$ cat src/rrds_pkg.sv
// Shared types and constants of the round-robin delay scheduler.
package rrds_pkg;

    // Fixed widths of the beat fields.
    localparam int CMD_W      = 2;
    localparam int TASK_ID_W  = 2;
    localparam int DELAY_IN_W = 16;
    localparam int CHOSEN_W   = 2;

    typedef logic [CMD_W-1:0]             cmd_raw_t;
    typedef logic [TASK_ID_W-1:0]         task_id_t;
    typedef logic signed [DELAY_IN_W-1:0] delay_in_t;
    typedef logic [CHOSEN_W-1:0]          chosen_t;

    // Command codes; the fourth code is unused and does nothing.
    typedef enum logic [CMD_W-1:0] {
        CMD_TICK     = 2'd0,
        CMD_DISPATCH = 2'd1,
        CMD_YIELD    = 2'd2
    } cmd_t;

endpackage

$ cat src/rrds_if.sv
// Handshake channels of the scheduler: command beats in, result beats out.
interface rrds_cmd_if
    import rrds_pkg::*;
();
    logic      valid;
    logic      ready;
    cmd_raw_t  command;
    task_id_t  task_id;
    delay_in_t delay_ticks;

    modport source (output valid, output command, output task_id, output delay_ticks,
                    input ready);
    modport sink   (input valid, input command, input task_id, input delay_ticks,
                    output ready);
endinterface

interface rrds_res_if
    import rrds_pkg::*;
();
    logic    valid;
    logic    ready;
    chosen_t chosen_task;
    logic    task_found;

    modport source (output valid, output chosen_task, output task_found, input ready);
    modport sink   (input valid, input chosen_task, input task_found, output ready);
endinterface

$ cat src/round_robin_delay_scheduler.sv
// Round-robin scheduler with per-task tick delays, one result beat per command beat.
//
//  channel   dir   fields                                  accepted when
//  cmd_ch    in    command, task_id, delay_ticks           valid && ready
//  res_ch    out   chosen_task, task_found                 valid && ready
//
// A command beat is captured in an input register; its work is then done by one
// short step of logic (counter update or rotating priority search) that writes the
// result register and the task state. Throughput is one beat per cycle while the
// result is not stalled. Reset clears all counters (every task ready), the scan
// pointer and both valid flags. A stalled result holds the input register, and the
// input side takes a new beat only when the input register is free or moving on.
module round_robin_delay_scheduler
    import rrds_pkg::*;
#(
    parameter int NUM_TASKS  = 4,
    parameter int DELAY_BITS = 16
)(
    input  logic       clk,
    input  logic       rst_n,
    rrds_cmd_if.sink   cmd_ch,
    rrds_res_if.source res_ch
);

    localparam int PTR_W = $clog2(NUM_TASKS);

    typedef logic [PTR_W-1:0]            ptr_t;
    typedef logic [PTR_W:0]              ptr_ext_t;
    typedef logic signed [DELAY_BITS-1:0] delay_t;
    typedef logic signed [32:0]           wide_t;

    localparam wide_t SAT_HI = (wide_t'(1) <<< (DELAY_BITS - 1)) - wide_t'(1);
    localparam wide_t SAT_LO = -SAT_HI - wide_t'(1);

    // Input stage.
    logic      in_valid_reg;
    cmd_raw_t  cmd_reg;
    task_id_t  tid_reg;
    delay_in_t delay_reg;

    // Result stage.
    logic    out_valid_reg;
    chosen_t chosen_reg;
    logic    found_reg;

    // Task state.
    delay_t task_delays_reg [NUM_TASKS];
    delay_t task_delays_next [NUM_TASKS];
    ptr_t   scan_pointer_reg;
    ptr_t   scan_pointer_next;

    logic   out_free;
    logic   advance;

    logic [NUM_TASKS-1:0] ready_vec;
    logic     found;
    ptr_t     found_idx;
    ptr_ext_t probe;
    wide_t    delay_wide;
    wide_t    delay_sat;
    delay_t   delay_val;

    // Handshake: the result register frees when empty or taken.
    assign out_free     = !out_valid_reg || res_ch.ready;
    assign advance      = in_valid_reg && out_free;
    assign cmd_ch.ready = !in_valid_reg || out_free;

    // Capture the command beat.
    always_ff @(posedge clk or negedge rst_n)
    begin
        if (!rst_n)
        begin
            in_valid_reg <= 1'b0;
        end
        else if (cmd_ch.ready)
        begin
            in_valid_reg <= cmd_ch.valid;
        end
    end

    always_ff @(posedge clk)
    begin
        if (cmd_ch.valid && cmd_ch.ready)
        begin
            cmd_reg   <= cmd_ch.command;
            tid_reg   <= cmd_ch.task_id;
            delay_reg <= cmd_ch.delay_ticks;
        end
    end

    // Which tasks have a counter of exactly zero.
    always_comb
    begin
        for (int i = 0; i < NUM_TASKS; i++)
        begin
            ready_vec[i] = (task_delays_reg[i] == '0);
        end
    end

    // Rotating priority search starting at the scan pointer.
    always_comb
    begin
        found     = 1'b0;
        found_idx = '0;
        probe     = '0;
        for (int i = 0; i < NUM_TASKS; i++)
        begin
            probe = {1'b0, scan_pointer_reg} + ptr_ext_t'(i);
            if (probe >= ptr_ext_t'(NUM_TASKS))
            begin
                probe = probe - ptr_ext_t'(NUM_TASKS);
            end
            if (!found && ready_vec[probe[PTR_W-1:0]])
            begin
                found     = 1'b1;
                found_idx = probe[PTR_W-1:0];
            end
        end
    end

    // Requested delay, clamped to the counter range.
    always_comb
    begin
        delay_wide = wide_t'(delay_reg);
        if (delay_wide > SAT_HI)
        begin
            delay_sat = SAT_HI;
        end
        else if (delay_wide < SAT_LO)
        begin
            delay_sat = SAT_LO;
        end
        else
        begin
            delay_sat = delay_wide;
        end
        delay_val = delay_sat[DELAY_BITS-1:0];
    end

    // Next task state for the command in the input register.
    always_comb
    begin
        task_delays_next  = task_delays_reg;
        scan_pointer_next = scan_pointer_reg;
        unique case (cmd_reg)
            CMD_TICK:
            begin
                for (int i = 0; i < NUM_TASKS; i++)
                begin
                    if (!task_delays_reg[i][DELAY_BITS-1] && (task_delays_reg[i] != '0))
                    begin
                        task_delays_next[i] = task_delays_reg[i] - delay_t'(1);
                    end
                end
            end
            CMD_DISPATCH:
            begin
                if (found)
                begin
                    if (found_idx == ptr_t'(NUM_TASKS - 1))
                    begin
                        scan_pointer_next = '0;
                    end
                    else
                    begin
                        scan_pointer_next = found_idx + ptr_t'(1);
                    end
                end
            end
            CMD_YIELD:
            begin
                // A task number beyond the task count matches no slot.
                for (int i = 0; i < NUM_TASKS; i++)
                begin
                    if (32'(tid_reg) == i)
                    begin
                        task_delays_next[i] = delay_val;
                    end
                end
            end
            default:
            begin
                task_delays_next  = task_delays_reg;
                scan_pointer_next = scan_pointer_reg;
            end
        endcase
    end

    // State and result register update.
    always_ff @(posedge clk or negedge rst_n)
    begin
        if (!rst_n)
        begin
            for (int i = 0; i < NUM_TASKS; i++)
            begin
                task_delays_reg[i] <= '0;
            end
            scan_pointer_reg <= '0;
            out_valid_reg    <= 1'b0;
        end
        else
        begin
            if (advance)
            begin
                task_delays_reg  <= task_delays_next;
                scan_pointer_reg <= scan_pointer_next;
            end
            if (out_free)
            begin
                out_valid_reg <= in_valid_reg;
            end
        end
    end

    always_ff @(posedge clk)
    begin
        if (advance)
        begin
            if ((cmd_reg == CMD_DISPATCH) && found)
            begin
                chosen_reg <= chosen_t'(found_idx);
                found_reg  <= 1'b1;
            end
            else
            begin
                chosen_reg <= '0;
                found_reg  <= 1'b0;
            end
        end
    end

    assign res_ch.valid       = out_valid_reg;
    assign res_ch.chosen_task = chosen_reg;
    assign res_ch.task_found  = found_reg;

`ifndef SYNTH
    // A result without a found task always reports task zero.
    a_none_is_zero: assert property (@(posedge clk) disable iff (!rst_n)
        (out_valid_reg && !found_reg) |-> (chosen_reg == '0))
        else $error("result without a found task has nonzero chosen_task");

    // The scan pointer never leaves the task range.
    a_ptr_range: assert property (@(posedge clk) disable iff (!rst_n)
        32'(scan_pointer_reg) < NUM_TASKS)
        else $error("scan pointer out of range");

    // A stalled result keeps the input stage from moving on.
    a_stall_holds: assert property (@(posedge clk) disable iff (!rst_n)
        (out_valid_reg && !res_ch.ready && in_valid_reg) |=> (in_valid_reg && $stable(cmd_reg)))
        else $error("input stage moved while the result was stalled");

    // A successful dispatch reports the task the search picked.
    a_dispatch_result: assert property (@(posedge clk) disable iff (!rst_n)
        (advance && (cmd_reg == CMD_DISPATCH) && found)
            |=> (found_reg && (chosen_reg == chosen_t'($past(found_idx)))))
        else $error("dispatch result does not match the search");
`endif

endmodule
$ cat src/flat_wrapper.sv
// flat-port wrapper written by rule: the top's interface ports become plain ports
module round_robin_delay_scheduler_flat import rrds_pkg::*;
#(
    parameter int NUM_TASKS  = 4,
    parameter int DELAY_BITS = 16
)
  (clk, rst_n, cmd_ch_valid, cmd_ch_command, cmd_ch_task_id, cmd_ch_delay_ticks, cmd_ch_ready, res_ch_valid, res_ch_chosen_task, res_ch_task_found, res_ch_ready);
  rrds_cmd_if cmd_ch_i ();
  rrds_res_if res_ch_i ();
  input  logic clk;
  input  logic rst_n;
  input wire logic [$bits(cmd_ch_i.valid)-1:0] cmd_ch_valid;
  input wire logic [$bits(cmd_ch_i.command)-1:0] cmd_ch_command;
  input wire logic [$bits(cmd_ch_i.task_id)-1:0] cmd_ch_task_id;
  input wire logic [$bits(cmd_ch_i.delay_ticks)-1:0] cmd_ch_delay_ticks;
  output wire logic [$bits(cmd_ch_i.ready)-1:0] cmd_ch_ready;
  output wire logic [$bits(res_ch_i.valid)-1:0] res_ch_valid;
  output wire logic [$bits(res_ch_i.chosen_task)-1:0] res_ch_chosen_task;
  output wire logic [$bits(res_ch_i.task_found)-1:0] res_ch_task_found;
  input wire logic [$bits(res_ch_i.ready)-1:0] res_ch_ready;
  assign cmd_ch_i.valid = cmd_ch_valid;
  assign cmd_ch_i.command = cmd_ch_command;
  assign cmd_ch_i.task_id = cmd_ch_task_id;
  assign cmd_ch_i.delay_ticks = cmd_ch_delay_ticks;
  assign cmd_ch_ready = cmd_ch_i.ready;
  assign res_ch_valid = res_ch_i.valid;
  assign res_ch_chosen_task = res_ch_i.chosen_task;
  assign res_ch_task_found = res_ch_i.task_found;
  assign res_ch_i.ready = res_ch_ready;
  round_robin_delay_scheduler #(.NUM_TASKS(NUM_TASKS), .DELAY_BITS(DELAY_BITS)) u_core (.clk(clk), .rst_n(rst_n), .cmd_ch(cmd_ch_i), .res_ch(res_ch_i));
endmodule
$ cat config.mk
export PLATFORM = sky130hd
export DESIGN_NAME = round_robin_delay_scheduler_flat
export DESIGN_NICKNAME = d
export VERILOG_FILES = /design/src/rrds_pkg.sv /design/src/rrds_if.sv /design/src/round_robin_delay_scheduler.sv /design/src/flat_wrapper.sv
export SDC_FILE = /design/constraint.sdc
export NUM_CORES = 1
export LEC_CHECK = 0
export ABC_AREA = 0
export ABC_CLOCK_PERIOD_IN_PS = 3000
export BUFFER_PORTS_ARGS = -buffer_cell sky130_fd_sc_hd__buf_4
export CORE_ASPECT_RATIO = 1.25
export CORE_UTILIZATION = 40
export CTS_CLUSTER_SIZE = 20
export DETAILED_ROUTE_END_ITERATION = 6
export MAX_ROUTING_LAYER = met4
export PLACE_DENSITY = 0.54
export SKIP_CTS_REPAIR_TIMING = 1
export SYNTH_ARGS = -nofsm -noshare
export SYNTH_HDL_FRONTEND = slang
export SYNTH_SLANG_ARGS = --single-unit
$ cat constraint.sdc
create_clock -name clk -period 3 [get_ports clk]
set_clock_uncertainty 0.15 [all_clocks]
set_input_delay 0.3 -clock clk [delete_from_list [all_inputs] [get_ports clk]]
set_output_delay 0.3 -clock clk [all_outputs]
set_load 0.05 [all_outputs]
== Word level (Yosys, flattened, before mapping) ==
Cells that the tools add are included.
Word-level totals
  output and inout bits: 5
  register bits: 91
Operators by class
  $add $sub $neg: 12
  equality and inequality tests: 14
  muxes and demuxes: 33
  reduce and logical (&&, ||, !) cells: 37
  magnitude comparators: 10
Operators with widths (count)
  $mux 16: 10
  $pmux 64 s2: 1
  $logic_not 16->1: 4
  $reduce_bool 16->1: 4
  $sub 16x2->16 const B: 4
  $mux 2: 9
  $gt 16x16->1 const B: 1
  $lt 16x16->1 const B: 1
  $ne 2x1->1 const B: 8
  $reduce_and 4->1: 4
  $lt 2x3->1 const B: 4
  $logic_and 1x1->1: 10
  $ge 3x3->1 const B: 3
  $logic_not 1->1: 9
  $mux 1: 9
  $bmux 1 s2: 4
  $eq 2x2->1 const B: 4
  $sub 2x1->2 const B: 4
  $add 2x2->3 const B: 2
  $eq 2x1->1 const B: 2
  $logic_not 2->1: 2
  $add 2x1->3 const B: 1
  $ge 2x3->1 const B: 1
  $reduce_and 3->1: 1
  3 further kinds: 4

== Longest topological paths before layout ==
Gate-level depths: netlist of the first run.
  word-level depth: 16
  depth in mapped cells: 11
  mapped depth without buffers: 10

== Least setup slack after synthesis of the first run ==
Ideal clock, no wire load.
  path kind: reg-to-reg
  start point: register u_core.task_delays_reg[0] in the netlist's numbering
  end point: register u_core.scan_pointer_reg[1]
  setup time: 0.125 ns
  data required time: 2.725 ns
  setup slack: 0.230 ns
  clock period less this slack: 2.770 ns
  cell stages (with the launch flop): 10
  arrival time: 2.496 ns
  path through: dfrtp_1 inv_1 ha_1 or4b_4 nand3b_4 or3_1 a31o_1 a21oi_2 ha_1 mux2_2
Between the ends
  cells in the longest elaborated chain, start to end: 15
  elaborated cells between the ends (all ways): 27
RTL lines
  from (decl): line round_robin_delay_scheduler.sv:47  | delay_t task_delays_reg [NUM_TASKS];
  from (signal assigned): line round_robin_delay_scheduler.sv:205  | task_delays_reg <= task_delays_next;
  $logic_not 16->1 *: line round_robin_delay_scheduler.sv:96  | ready_vec[i] = (task_delays_reg[i] == '0);
  $bmux 1 s2: line round_robin_delay_scheduler.sv:113  | if (!found && ready_vec[probe[PTR_W-1:0]])
  $mux 1 (not written as such): line round_robin_delay_scheduler.sv:113
  $mux 1: line round_robin_delay_scheduler.sv:113
  $logic_not 1->1: line round_robin_delay_scheduler.sv:113
  $logic_and 1x1->1: line round_robin_delay_scheduler.sv:113
  $mux 1: line round_robin_delay_scheduler.sv:113
  $logic_not 1->1: line round_robin_delay_scheduler.sv:113
  $logic_and 1x1->1: line round_robin_delay_scheduler.sv:113
  $mux 1: line round_robin_delay_scheduler.sv:113
  $logic_not 1->1: line round_robin_delay_scheduler.sv:113
  $logic_and 1x1->1: line round_robin_delay_scheduler.sv:113
  $mux 2 *: line round_robin_delay_scheduler.sv:113
  named net u_core.found_idx[0]: line round_robin_delay_scheduler.sv:57  | ptr_t found_idx;
  $add 2x1->2 / $eq 2x2->1 (equally long branches): line round_robin_delay_scheduler.sv:166, round_robin_delay_scheduler.sv:160
  $mux 2 *: line round_robin_delay_scheduler.sv:160  | if (found_idx == ptr_t'(NUM_TASKS - 1))
  to (signal assigned): line round_robin_delay_scheduler.sv:206  | scan_pointer_reg <= scan_pointer_next;
  to (decl): line round_robin_delay_scheduler.sv:49  | ptr_t scan_pointer_reg;
Mark *: on every way through the listed nets, which the timed path passes. The rest lies on a longest branch. The select of a mux whose other input is x is not followed.
A chain may end at the register's enable or synchronous reset.

== Worst setup path in the final report of the first run ==
  start point: register u_core.task_delays_reg[1] in the netlist's numbering
  end point: register u_core.scan_pointer_reg[1]
The elaborated chain is that of the path after synthesis.

==> run_results.csv, run 1 <==
group,metric,value,unit
run_status,status,"finished with violations",
run_status,violations,"negative hold slack",
synthesis,syn_inst,562,
place,placed_area,5610,um^2
die,die_area,13100,um^2
power,p_leak,2.34,nW
layout,area_growth,21.9,%
die,coreArea,12200,um^2
layout,largest_reg_flops,64,
synthesis,synth_top_area_share,33.7,%
place,post-place-ws,0.0931,ns
die,fp.dieH,128,um
layout,final_core_util,50.4,%
grt,antenna_found_initial,0,
clocking,cts_root_buf,"clkbuf_16",
critical_path,startpoint_type,"flop",
clocking,cts_tree,"yes",
routing,antenna_left,0,
critical_path,r2r-start,"u_core.task_delays_reg[1]$_DFFE_PN0P_",
power,switching_share,35.6,%
die,start_util,41.3,%
min_path,min_path_type,"input port to async pin",
critical_path,critPathKind,"flop to flop",
synthesis,syn_area,5050,um^2
clocking,clock_sinks,91,
routing,drt_iter0_drc,339,
routing,drc,0,
sta,rsz0062_at_grt,"no",
sta,post-route-period-util,95.3,%
synthesis,synth_top_area_cell,"dfrtp_1",
sta,fmax,350,MHz
critical_path,critPathArrivalTime,2.94,ns
grt,grtUsageTotal,23.5,%
synthesis,synth_area_per_cell,8.98,um^2
place,hpwl,9550,um
critical_path,worstRegToRegCells,9,
critical_path,required,3.08,ns
synthesis,yosys-top-cells-area,"dfrtp_1, edfxtp_1, nor2_1",
power,cellInternalPower,2.99,mW
power,clkPwrFrac,26.0,%
synthesis,synthFlopType,"dfrtp_1",
critical_path,cp-end-kind,"flop",
sta,slew-limit-headroom,38.3,%
synthesis,yosysSeqAreaShare,47.4,%
sta,fin_setup_tns,0,ns
synthesis,ys_ff_latch,91,
place,gp_congestion,0.853,
sta,final_max_slew_viol_count,0,
synthesis,ys_warn_count,0,
routing,wl_per_cell,17.4,um
routing,first_pass_iters,5,
place,port_buffers,28,
synthesis,synth-async-reset-ratio,74.7,%
clocking,clockBufferDepth,2,
layout,instances_no_fill,795,
sta,finalHoldViolations,68,
grt,grt_overflow,0,
critical_path,cp_max_fo,5,
grt,grt_max_degree,69,
routing,vias,4584,
clocking,path_clk_slew,0.07,ns
die,rows,45,
layout,nets,655,
sta,period_minus_slack,2.86,ns
routing,drt_wl_total,13900,um
grt,grt_pass1_vias,4380,
synthesis,synth_cell_types,61,
critical_path,startpoint,"u_core.task_delays_reg[1]$_DFFE_PN0P_",
power,ir_drop,0.000404,V
run,cap_violations,0,
power,power_frac_comb,27.8,%
die,ios,29,
grt,grt_pass1_wl,22600,um
synthesis,synth-edff-count,23,
die,die_x,102,um
power,p_per_area,754,nW/um^2
sta,setup_ws,0.141,ns
clocking,htree_levels,3,
layout,postLayoutCellArea,6150,um^2
power,p_sw,1.65,mW
synthesis,synth.net_count,591,
sta,hold_ws,-0.0799,ns
layout,drive_above_1_share,16.0,%
routing,post_drt_via_cell_ratio,5.77,
sta,worst_pin_slew,0.925,ns
clocking,numCtsBuffers,9,
sta,setup_viol,0,
power,seq_power_share,46.2,%
place,placed_cells,756,
clocking,clk_latency,0.34,ns
layout,antenna_cells,0,
## cell type report
class                           instances  area, um^2
Clock inverter                          6        70.1
Sequential cell                        91        2390
Inverter                               14        52.6
Timing Repair Buffer                   83         698
Fill cell                            1153        6060
Multi-Input combinational cell        427        2480
Clock buffer                           10         250
Tap cell                              164         205
## Yosys cell counts (2+ instances only)
library cell / n
nor2b_1: 4
o22a_1: 21
a21o_1: 2
inv_1: 14
nor4_1: 15
nor4_2: 2
o31ai_1: 7
or3_1: 5
and3_1: 3
and2_1: 3
a21oi_1: 54
nand3_1: 7
a211o_1: 3
nor4b_1: 2
clkbuf_1: 20
a41oi_1: 4
o21ai_1: 10
o21ai_2: 2
ha_1: 5
dfrtp_1: 68
buf_2: 6
a22oi_1: 5
edfxtp_1: 23
o22ai_1: 4
o21ai_0: 40
nand4_1: 3
o21bai_1: 7
nor3b_1: 3
nand2b_1: 8
o21a_1: 7
nand3b_1: 3
nand2_1: 19
a31oi_1: 26
a211oi_1: 2
nor2_1: 102
buf_1: 2
nor3_1: 27
## metrics by stage
stage	power (mW)	hold slack [ns]
2_1_floorplan	2.95	-0.146
3_3_place_gp	3.36	0.323
3_5_place_dp	3.40	0.329
4_1_cts	4.63	-0.0371
5_1_grt	4.95	0.00367
6_report	4.64	-0.0799
## worst paths after layout
kind / endpoint / slack [ns]
worst max-delay path: u_core.scan_pointer_reg[1]$_DFFE_PN0P_ / 0.14
min in group clk: u_core.in_valid_reg$_DFFE_PN0N_ / 0
worst min-delay path: u_core.task_delays_reg[43]$_DFFE_PN0P_ / -0.08
worst max register to register: u_core.scan_pointer_reg[1]$_DFFE_PN0P_ / 0.14
worst min register to register: u_core.res_ch.valid$_DFFE_PN0P_ / 0.35
max in group asynchronous: u_core.task_delays_reg[11]$_DFFE_PN0P_ / 2.15
## cell families after synthesis
family / Yosys count / share of synthesized area, %
buf+inv: 44 / 3.64
simple gates: 216 / 21.2
compound gates: 205 / 26.3
flops: 91 / 47.4
mux: 1 / 0.223
fa+ha+maj: 5 / 1.24
## placed cells by master (no fill, tap or decap), types with 3 or more instances in the layout
cell type	instances
clkbuf_16	10
nor3_1	27
buf_4	61
edfxtp_1	23
nand2_1	19
and3_1	3
o22a_1	21
nand3_1	7
and2_1	3
a22oi_1	5
nor2b_1	3
o31ai_1	7
o21a_1	7
or3_1	5
o21ai_0	40
inv_1	14
o22ai_1	4
o21ai_1	10
ha_1	4
nand4_1	3
clkinvlp_4	3
dlygate4sd3_1	20
a31oi_1	26
a211o_1	3
a41oi_1	4
nand3b_1	3
nor3b_1	3
nand2b_1	7
o21bai_1	7
nor2_1	102
nor4_1	15
a21oi_1	54
dfrtp_1	68
## metal layers
layer	global-route usage, %	wire (um)
met1	31.1	6110
met2	36.2	6740
met3	3.01	574
met4	9.33	442
met5	-	0
## worst max-delay path: stages, from the launching register on
cell,delay [ns]
dfrtp_1,0.40
inv_1,0.08
ha_2,0.20
or4b_4,0.50
nand3b_4,0.20
or3_1,0.34
a31o_1,0.23
a21oi_2,0.16
ha_1,0.24
mux2_2,0.25
## power by group through the flow
| stage | sequential, mW | clock [mW] | combinational, mW |
|---|---|---|---|
| after floorplan | 2.04 | 0 | 0.915 |
| after global placement | 2.14 | 0 | 1.22 |
| after detailed placement | 2.16 | 0 | 1.24 |
| after CTS | 2.14 | 1.24 | 1.25 |
| after global routing | 2.22 | 1.27 | 1.46 |
| final | 2.14 | 1.21 | 1.29 |
No activity file was read; power rests on OpenSTA's default activity.
==> inputs of run 2 (changes only) <==
--- a/config.mk
+++ b/config.mk
@@ -10,8 +10,8 @@
 export BUFFER_PORTS_ARGS = -buffer_cell sky130_fd_sc_hd__buf_4
 export CORE_ASPECT_RATIO = 1.25
+export CORE_MARGIN = 1.5
 export CORE_UTILIZATION = 40
 export CTS_CLUSTER_SIZE = 20
 export DETAILED_ROUTE_END_ITERATION = 6
-export MAX_ROUTING_LAYER = met4
 export PLACE_DENSITY = 0.54
 export SKIP_CTS_REPAIR_TIMING = 1
==> constraint.sdc (replaced) <==
create_clock -name clk -period 3 [get_ports clk]
set_clock_uncertainty 0.15 [all_clocks]
set_input_delay 0.15 -clock clk [delete_from_list [all_inputs] [get_ports clk]]
set_output_delay 0.15 -clock clk [all_outputs]
set_load 0.05 [all_outputs]
==> run_results.csv, run 2 (synthesized netlist as in run 1, its figures left out) <==
group,metric,value,unit
clocking,htree_levels,3,
grt,grt_pass1_vias,4340,
place,post-place-ws,0.132,ns
critical_path,required,3.09,ns
routing,post_drt_via_cell_ratio,5.73,
critical_path,critPathArrivalTime,2.98,ns
die,rows,45,
sta,worst_pin_slew,0.921,ns
sta,setup_viol,0,
grt,grt_most_used_layer,"met2",
grt,grt_pass1_wl,22700,um
place,placed_area,5620,um^2
critical_path,startpoint_type,"flop",
sta,post-route-period-util,96.2,%
layout,n_fill_cell,1169,
sta,period_minus_slack,2.89,ns
die,die_x,103,um
power,p_leak,2.36,nW
layout,final_core_util,50.4,%
critical_path,cp_max_fo,5,
grt,use_met1,30.5,%
clocking,clock_sinks,91,
clocking,clockBufferDepth,2,
layout,postLayoutCellArea,6160,um^2
grt,grtUsageTotal,22.6,%
clocking,path_clk_slew,0.07,ns
grt,grt_overflow,0,
clocking,clk_latency,0.36,ns
layout,nets,656,
routing,first_pass_iters,5,
die,coreArea,12200,um^2
clocking,cts_tree,"yes",
min_path,min_path_type,"input port to async pin",
place,port_buffers,28,
sta,finalHoldViolations,0,
layout,final_cell_mix,"nor2_1, dfrtp_1, buf_4, a21oi_1, o21ai_0",
grt,grt_util_met2,36.2,%
sta,fmax,346,MHz
power,p_per_area,743,nW/um^2
layout,drive_above_1_share,15.2,%
place,hpwl,9510,um
layout,area_growth,22.0,%
critical_path,critPathKind,"flop to flop",
run_status,status,"complete, no violations",
grt,grt_use_met3,4.07,%
sta,slew-limit-headroom,38.6,%
routing,antenna_left,0,
sta,final_max_slew_viol_count,0,
routing,drt_wl_total,14000,um
routing,drc,0,
grt,grt_max_degree,69,
sta,rsz0062_at_grt,"no",
layout,layout_commonest_cell,"nor2_1",
layout,largest_reg_flops,64,
power,total_power,4.58,mW
die,ios,29,
sta,fin_setup_tns,0,ns
grt,antenna_found_initial,0,
power,ir_drop,0.000393,V
die,start_util,41.3,%
clocking,cts_root_buf,"clkbuf_16",
die,fp.dieH,129,um
sta,setup_ws,0.113,ns
routing,drt_iter0_drc,231,
clocking,numCtsBuffers,9,
die,die_area,13300,um^2
run,cap_violations,0,
critical_path,cp-end-kind,"flop",
routing,vias,4561,
layout,antenna_cells,0,
place,gp_congestion,0.860,
routing,wl_per_cell,17.6,um
## run 2: critical path, cell delays in order, from the launching register on
cell and delay [ns]:
dfrtp_1 0.43, inv_1 0.08, ha_1 0.21, or4b_4 0.48
nand3b_4 0.19, or3_1 0.34, a31o_1 0.23, a21oi_2 0.17
ha_1 0.24, mux2_2 0.25
## run 2: worst paths after layout
kind / start / endpoint / slack [ns] / cells after the start
min in group clk: cmd_ch_delay_ticks[15] / u_core.delay_reg[15]$_DFFE_PP_ / 0.35 / 2
worst max register to register: u_core.task_delays_reg[0]$_DFFE_PN0P_ / u_core.scan_pointer_reg[1]$_DFFE_PN0P_ / 0.11 / 9
worst min-delay path: rst_n / u_core.task_delays_reg[42]$_DFFE_PN0P_ / 0.31 / 2
worst max-delay path: u_core.task_delays_reg[0]$_DFFE_PN0P_ / u_core.scan_pointer_reg[1]$_DFFE_PN0P_ / 0.11 / 9
max in group asynchronous: rst_n / u_core.task_delays_reg[6]$_DFFE_PN0P_ / 1.78 / 2
worst min register to register: u_core.in_valid_reg$_DFFE_PN0N_ / u_core.res_ch.valid$_DFFE_PN0P_ / 0.36 / 1
## run 2: final cells by class
class | instances | area [um^2] | share of cell area, %
sequential | 91 | 2390 | 38.8
tap | 164 | 205 | 3.33
multi-input combinational | 427 | 2480 | 40.3
inverter | 14 | 52.6 | 0.853
clock buffer | 13 | 282 | 4.57
clock inverter | 3 | 18.8 | 0.305
timing repair buffer | 84 | 728 | 11.8
## run 2: power breakdown
group          switching (mW)  internal [mW]  leakage, nW
logic                   0.666          0.607         1.17
registers               0.477           1.67         1.04
clock network           0.499          0.657        0.151
## run 2: stage by stage
step,instances,hold slack [ns]
after floorplan,562,-0.296
after global placement,756,0.178
after detailed placement,756,0.179
after CTS,772,-0.196
after global routing,796,0.351
final,796,0.313
## run 2: metal layers
layer  vias to the layer above  share of wire, %  routed length (um)
li1                       2233                 -                   -
met1                      2208                46                6460
met5                         -                 0                   0
met2                        96                48                6670
met3                        24               3.2                 443
met4                         0               3.2                 447
